**src/sv/assert_macros.svh**
```systemverilog
// ----------------------------------------------------------------------------
// assert_macros.svh
// Concurrent assertion shorthands shared by the fire frame update RTL.
// ----------------------------------------------------------------------------
`ifndef ASSERT_MACROS_SVH
`define ASSERT_MACROS_SVH

// Clocked check, switched off while reset is high.
`define FEFU_ASSERT(lbl, clk, rst, prop, msg) \
   lbl: assert property (@(posedge clk) disable iff (rst) (prop)) else $error(msg);

// Clocked check that also covers the reset cycles.
`define FEFU_ASSERT_ALWAYS(lbl, clk, prop, msg) \
   lbl: assert property (@(posedge clk) (prop)) else $error(msg);

`endif

```
**src/sv/fefu_pkg.sv**
```systemverilog
// ----------------------------------------------------------------------------
// fefu_pkg
// Types and constants of the fire frame update block.
// ----------------------------------------------------------------------------
`timescale 1ns / 1ps
`default_nettype none

package fefu_pkg;

   // width used to compare coordinates against the frame size
   localparam int COORD_W = 11;

   localparam logic [1:0] OP_SEED = 2'd0;
   localparam logic [1:0] OP_STEP = 2'd1;
   localparam logic [1:0] OP_READ = 2'd2;

   localparam logic [2:0] REG_WARM      = 3'd0;
   localparam logic [2:0] REG_COLD      = 3'd1;
   localparam logic [2:0] REG_COOL_HI   = 3'd2;
   localparam logic [2:0] REG_COOL_LO   = 3'd3;
   localparam logic [2:0] REG_COOL_COLD = 3'd4;

   localparam logic [7:0] WARM_RST      = 8'd70;
   localparam logic [7:0] COLD_RST      = 8'd20;
   localparam logic [3:0] COOL_HI_RST   = 4'd1;
   localparam logic [3:0] COOL_LO_RST   = 4'd3;
   localparam logic [3:0] COOL_COLD_RST = 4'd1;

   typedef enum logic [2:0] {
      S_CLEAR,
      S_IDLE,
      S_STEP,
      S_DRAIN,
      S_DONE
   } fefu_state_type;

   typedef struct packed {
      logic clear_en;
      logic accept;
      logic scan_run;
      logic flip;
      logic load_rsp;
   } fefu_cmd_type;

   typedef struct packed {
      logic clear_last;
      logic req_step;
      logic scan_last;
      logic pipe_busy;
   } fefu_status_type;

endpackage

`default_nettype wire

```
**src/sv/fefu_ctrl.sv**
```systemverilog
// ----------------------------------------------------------------------------
// fefu_ctrl
// Sequencer: clear sweep, item dispatch, frame scan, drain and result load.
// ----------------------------------------------------------------------------
`timescale 1ns / 1ps
`default_nettype none
`include "assert_macros.svh"

module fefu_ctrl (
   input  logic                      clock,
   input  logic                      reset,
   input  logic                      req_tvalid,
   output logic                      req_tready,
   output logic                      rsp_tvalid,
   input  logic                      rsp_tready,
   input  fefu_pkg::fefu_status_type st,
   output fefu_pkg::fefu_cmd_type    cmd
);

   fefu_pkg::fefu_state_type state_ff, state_in;
   logic rsp_valid_ff, rsp_valid_in;
   logic rsp_free;

   assign rsp_free = !rsp_valid_ff || rsp_tready;

   always_comb begin
      state_in = state_ff;
      case (state_ff)
         fefu_pkg::S_CLEAR: begin
            if (st.clear_last) state_in = fefu_pkg::S_IDLE;
         end
         fefu_pkg::S_IDLE: begin
            if (req_tvalid) state_in = st.req_step ? fefu_pkg::S_STEP : fefu_pkg::S_DONE;
         end
         fefu_pkg::S_STEP: begin
            if (st.scan_last) state_in = fefu_pkg::S_DRAIN;
         end
         fefu_pkg::S_DRAIN: begin
            if (!st.pipe_busy) state_in = fefu_pkg::S_DONE;
         end
         fefu_pkg::S_DONE: begin
            if (rsp_free) state_in = fefu_pkg::S_IDLE;
         end
         default: state_in = fefu_pkg::S_IDLE;
      endcase
   end

   always_comb begin
      cmd        = '0;
      req_tready = 1'b0;
      case (state_ff)
         fefu_pkg::S_CLEAR: cmd.clear_en = 1'b1;
         fefu_pkg::S_IDLE: begin
            req_tready = 1'b1;
            cmd.accept = req_tvalid;
         end
         fefu_pkg::S_STEP:  cmd.scan_run = 1'b1;
         fefu_pkg::S_DRAIN: cmd.flip     = !st.pipe_busy;
         fefu_pkg::S_DONE:  cmd.load_rsp = rsp_free;
         default: begin
         end
      endcase
   end

   assign rsp_valid_in = cmd.load_rsp || (rsp_valid_ff && !rsp_tready);

   always_ff @(posedge clock) begin
      if (reset) begin
         state_ff     <= fefu_pkg::S_CLEAR;
         rsp_valid_ff <= 1'b0;
      end else begin
         state_ff     <= state_in;
         rsp_valid_ff <= rsp_valid_in;
      end
   end

   assign rsp_tvalid = rsp_valid_ff;

   `FEFU_ASSERT_ALWAYS(a_reset_state, clock, reset |=> (state_ff == fefu_pkg::S_CLEAR && !rsp_valid_ff), "reset did not start the clear sweep")
   `FEFU_ASSERT(a_idle_pipe_empty, clock, reset, (state_ff == fefu_pkg::S_IDLE) |-> !st.pipe_busy, "scan pipe busy while idle")
   `FEFU_ASSERT(a_done_loads, clock, reset, (state_ff == fefu_pkg::S_DONE && !rsp_valid_ff) |=> (rsp_valid_ff && state_ff == fefu_pkg::S_IDLE), "free result register not loaded")

endmodule

`default_nettype wire

```
**config.mk**
```make
export PLATFORM = sky130hd
export DESIGN_NAME = fefu_ctrl
export DESIGN_NICKNAME = d
export VERILOG_FILES = /design/src/sv/fefu_pkg.sv /design/src/sv/fefu_ctrl.sv
export VERILOG_INCLUDE_DIRS = /design/src /design/src/sv
export SDC_FILE = /design/constraint.sdc
export NUM_CORES = 1
export LEC_CHECK = 0
export BUFFER_PORTS_ARGS = -buffer_cell sky130_fd_sc_hd__buf_4
export CORE_AREA = 4 4 41 43
export DETAILED_ROUTE_END_ITERATION = 8
export DIE_AREA = 0 0 45 47
export PLACE_DENSITY = 0.52
export SYNTH_ARGS = -nofsm -noshare
export SYNTH_HDL_FRONTEND = slang
export SYNTH_SLANG_ARGS = --single-unit
```
**constraint.sdc**
```tcl
create_clock -name clock -period 3.45 [get_ports clock]
set_input_delay 0 -clock clock [delete_from_list [all_inputs] [get_ports clock]]
set_output_delay 0 -clock clock [all_outputs]
set_load 0.01 [all_outputs]
```
==> impl_results.md, run 1 <==
* Largest net degree at the start of global routing at 11
* Post-Route Utilization at 35.58%
* Post-Syn Instances at 32
* Routed wire per std cell at 10.64 um
* Worst path required time at 3.57 ns
* Sequential-to-total area share from yosys stat at 25.20%
* Relative slew slack at 73.41%
* PwrDens at 360.4 nW/um2
* Clock latency on the worst-skew pair at 0.24 ns
* Drt first-iter violations at 1
* Post-DP HPWL at 520.4 um
* Worst-path cell chain: mux2_4 > o311ai_4 > mux2_4
* DRT Wirelength at 681 um
* Pre-CTS setup slack at 1.933 ns
* CTS tree: done
* CTS max path bufs at 2
* Status: finished clean
* Largest family of logic cells by synthesized area: simple AND/OR/NAND/NOR gates
* Post-DRT Antenna Nets at 0
* Ratio of cells with drive above 1 in the final layout at 51.02%
* Type of origin of the critical path: flop
* Hold WC Path Type: in -> reg
* Crit path buffers/inverters at 0
* Port bufs at 14
* Fin Setup TNS at 0 ns
* Maximum clock frequency at 655.4 MHz
* Area grow syn2layout at 45.67%
* Ys Warns at 0
* H-Tree Depth at 1
* Die Ht at 47 um
* Die area at 2115 um2
* Most used cell, CP: mux2_4
* Global-route wire length before repair at 1.200 mm
* Number of antenna violations at the first check in global routing at 0
* Final nets at 59
* Static Leak at 0.2111 nW
* RSZ-0062 raised after global routing: false
* Sink Count at 4
* Commonest non-fill, non-tap cell in the layout: buf_4
* Max stage delay cell, worst path: dfxtp_1
* Synth Area in Compound Gates at 13.78%
* Setup violators final at 0
* Post-route cell area at 462.9 um2
* Worst-case vdd ir drop at 188.2 uV
* Mux cell area share after synthesis at 12.60%
* Delay-heaviest family, CP: multiplexers
* Final WS setup at 1.924 ns
* Final Skew at 0.002081 ns
* Initial Util at 24.42%
* Ports at 15
* Most frequent cells in the layout: buf_4 (14), nor2_1 (5), dfxtp_1 (4), nor3_1 (3), clkbuf_4 (3)
* Synthesized area at 317.8 um2
* Site Rows at 13
* Post-CTS sizing at 0
* Max cap viols at 0
* Power, Total at 0.1669 mW
* Fin crit period at 1.526 ns
* CP max stage delay at 0.52 ns
* Post-synthesis cell type count at 18
* Vias in the first global route at 293
* CTS buffer count at 3
* Max-slew violations at 0
* Via count at 288
* Measured slew at the worst slew-check pin at 0.3983 ns
* Final Cycle Share at 44.23%
* Core Area at 1301 um2
* Critical path peak fanout at 10
* Gr usage total at 8.215%
* Remaining DRCs at 0
* Overflow after GRT at 0
* Simple-gate portion of the synthesized area at 44.88%
* CTS Root Cell: clkbuf_4
* Fin. Hold Viols at 0
* Gp weighted congestion at 0.7136
* Post-Synth XOR/XNOR Area at 0%
* Via/cell ratio at 4.500
* Area after DPL at 430.4 um2
* Syn_area_per_cell at 9.931 um2
* Register bit total from synthesis at 4
* Critical Path End Type: flop
* DRT Pass-1 Iters at 3
* Post-Synth Adder-Cell Area at 0%
* Arrival time at the worst endpoint at 1.65 ns
* Syn Nets at 40
* Worst-path clk slew at 0.04 ns
* Die width at 45 um
* Antenna diodes at 0
* Worst setup path category: reg -> reg
final timing paths:
check,from,endpoint,slack (ns),depth (start not counted)
max,state_ff[1],state_ff[1],1.92,3
min,st[2],state_ff[2],0.21,4
max reg2reg,state_ff[1],state_ff[1],1.92,3
min reg2reg,rsp_tvalid,rsp_tvalid,0.65,3
power breakdown:
group | switching (mW) | internal, mW | leakage, nW
logic | 0.0186 | 0.0312 | 0.165
clock network | 0.0204 | 0.0390 | 0.0138
registers | 0.00819 | 0.0495 | 0.0327
total | 0.0471 | 0.120 | 0.211
sequential cells by signal (all words and copies together) (netlist names):
name	cells
rsp_tvalid	1
state_ff	3
routing by layer:
metal	part of all wire (%)	up-vias	wire [um]	global-route usage, %
met1	45	130	304	9.318
met4	0	0	0	1.754
met3	8.8	0	60	5.747
met2	46	12	316	12.71
met5	0	-	0	0
li1	-	146	-	-
synthesized netlist by cell type:
library cell,n,area [um2]
mux2i_1,1,10.01
nor3_1,3,15.01
nand2b_2,1,8.760
nand2b_4,1,13.76
mux2_4,2,30.03
nand3b_4,1,20.02
o311ai_4,1,26.28
a21oi_1,2,10.01
nor2b_1,2,12.51
nor2_1,5,18.77
nor3b_1,1,7.510
dfxtp_1,4,80.08
nand2b_1,2,12.51
buf_6,1,11.26
nor3b_2,1,12.51
o31ai_1,1,7.510
nand2_2,1,6.260
and2b_1,2,15.01
through the flow:
| stage | instances | hold slack, ns |
|---|---|---|
| floorplan | 32 | 0.06907 |
| global placement | 60 | 0.2048 |
| detailed placement | 60 | 0.1990 |
| CTS | 64 | 0.2096 |
| global route | 64 | 0.2432 |
| finish | 64 | 0.2095 |
worst register-to-register path, cell delays in order, from the launching register on:
cell      delay [ns]
dfxtp_1         0.52
mux2_4          0.36
o311ai_4        0.22
mux2_4          0.32
timing repair:
item / CTS / global route
buffers inserted: 0 / 0
endpoints found under the hold margin: 3 / 0
hold buffers: 1 / 0
area by class of cell:
class / count / area (um2)
Tap cell: 15 / 18.77
Clock buffer: 3 / 22.52
Sequential cell: 4 / 80.08
Fill cell: 144 / 838.3
Multi-Input combinational cell: 27 / 226.5
Timing Repair Buffer: 15 / 115.1
cells by family after synthesis:
logic type	Yosys count
muxes	3
buffers and inverters	1
DFF	4
and+or+nand+nor	20
AOI/OAI and AO/OA	4
No activity file was read; power rests on OpenSTA's default activity.
==> inputs of run 2 (changes only) <==
clock period = 1.6 ns   (was 3.45 ns; I/O delays follow)
==> run 2 against run 1 <==
Against the previous run:
- via count is 4.9% lower
- combinational power increased by 130%
- sequential power grew 110%
- routed wire length fell by 3.5%
- flip-flop and latch count unchanged
- core utilization increased by 1.2 points
- maximum frequency rose by 8.7%
- first-iteration DRC count grew to 4.0 times the previous value
- critical path depth unchanged
- total power rose by 120%
==> impl_results.md, run 2 (same netlist as run 1, synthesis figures left out) <==
* Fin. Hold Viols at 0
* Hold WC Path Type: in -> reg
* Critical path peak fanout at 5
* DRT Wirelength at 657 um
* Max-slew violations at 0
* Post-DRT Antenna Nets at 0
* Antenna diodes at 0
* Filler cells at 142
* CTS tree: done
* Die width at 45 um
* Final nets at 61
* Gp weighted congestion at 0.7755
* Relative slew slack at 73.43%
* DRT Pass-1 Iters at 2
* Worst setup path category: reg -> reg
* Worst hold slack at 0.2022 ns
* Most used cell, CP: mux2_4
* H-Tree Depth at 1
* Area grow syn2layout at 50.39%
* Worst-path clk slew at 0.04 ns
* Worst-path cell chain: mux2_4 > o311ai_4 > mux2_4
* Worst-case vdd ir drop at 197.8 uV
* Drt first-iter violations at 4
* Register bank with the most flops: state_ff
* Setup violators final at 0
* Initial Util at 24.42%
* Final WS setup at 0.1960 ns
* Ports at 15
* Max stage delay cell, worst path: dfxtp_1
* Type of origin of the critical path: flop
* Overflow after GRT at 0
* RSZ-0062 raised after global routing: false
* Clock latency on the worst-skew pair at 0.24 ns
* Arrival time at the worst endpoint at 1.52 ns
* Measured slew at the worst slew-check pin at 0.3980 ns
* Global-route wire length before repair at 1.104 mm
* Number of antenna violations at the first check in global routing at 0
* CTS Root Cell: clkbuf_4
* Remaining DRCs at 0
* Core Area at 1301 um2
* Port bufs at 14
* Pre-CTS setup slack at 0.1887 ns
* Reg2reg path depth at 3
* Routed wire per std cell at 9.955 um
* Ratio of cells with drive above 1 in the final layout at 52.94%
* # Post-CTS Setup Buffers at 0
* CTS buffer count at 3
* CP max stage delay at 0.40 ns
* Gr usage total at 7.826%
* Finished Layout Cells at 66
* Maximum clock frequency at 712.2 MHz
* Fin Setup TNS at 0 ns
* Fin crit period at 1.404 ns
* Sink Count at 4
* Vias in the first global route at 272
* CTS max path bufs at 2
* Via count at 274
* Post-Route Utilization at 36.73%
* Post-DP HPWL at 520.3 um
* Largest register FFs at 3
* Final Cycle Share at 87.75%
* Status: finished clean
* Final Skew at 0.005029 ns
* Most frequent cells in the layout: buf_4 (16), nor2_1 (5), dfxtp_1 (4), nor3_1 (3), clkbuf_4 (3)
* Worst path required time at 1.72 ns
* Site Rows at 13
* Hold path depth at 4
* PwrDens at 760.8 nW/um2
* Static Leak at 0.2218 nW
* Largest net degree at the start of global routing at 8
* Placed insts at 62
* Commonest non-fill, non-tap cell in the layout: buf_4
* Via/cell ratio at 4.152
* Critical Path End Type: flop
* Die area at 2115 um2
* Die Ht at 47 um
* Max cap viols at 0
==> run 2: cell count changes in the layout (fill, tap and decap cells not counted) <==
cell,delta
buf_4,+2
==> run 2: worst max-delay path: cells and delay by family, from the launching register on <==
kind / cells / cell delay [ns]
DFF: 1 / 0.40
muxes: 2 / 0.66
AOI/OAI and AO/OA: 1 / 0.23
==> run 2: final timing paths <==
kind | start | end | slack, ns
hold / removal | st[2] | state_ff[2] | 0.20
setup reg to reg | state_ff[1] | state_ff[1] | 0.20
setup / recovery | state_ff[1] | state_ff[1] | 0.20
hold reg to reg | state_ff[2] | rsp_tvalid | 0.65
==> run 2: what timing repair did <==
item / CTS / global route
gates resized for setup: 0 / 0
hold buffers: 1 / 0
hold endpoints to repair: 3 / 0
endpoints found under the setup margin: 0 / 0
==> run 2: power by group <==
group	internal (mW)	switching, mW
Sequential	0.107	0.0133
Combinational	0.0709	0.0449
Clock	0.0841	0.0436
Total	0.262	0.102
==> run 2: per-layer routing <==
metal / global-route usage (%) / share of wire (%) / vias to the layer above
met5: 0 / 0 / -
met4: 7.018 / 2.1 / 0
met3: 3.831 / 8.2 / 2
met2: 11.02 / 44 / 11
met1: 8.656 / 45 / 112
li1: - / - / 149
==> run 2: layout make-up <==
class	instances	area, um2	share of cell area [%]
Multi-Input combinational cell	27	226.5	47.38
Clock buffer	3	22.52	4.712
Sequential cell	4	80.08	16.75
Timing Repair Buffer	17	130.1	27.23
Tap cell	15	18.77	3.927
==> run 2: per-stage QoR <==
stage | power, mW | instance area [um2]
after global placement | 0.2375 | 445.4
after floorplan | 0.1943 | 317.8
after detailed placement | 0.2365 | 445.4
after global routing | 0.3919 | 478.0
final | 0.3636 | 478.0
after CTS | 0.3735 | 478.0
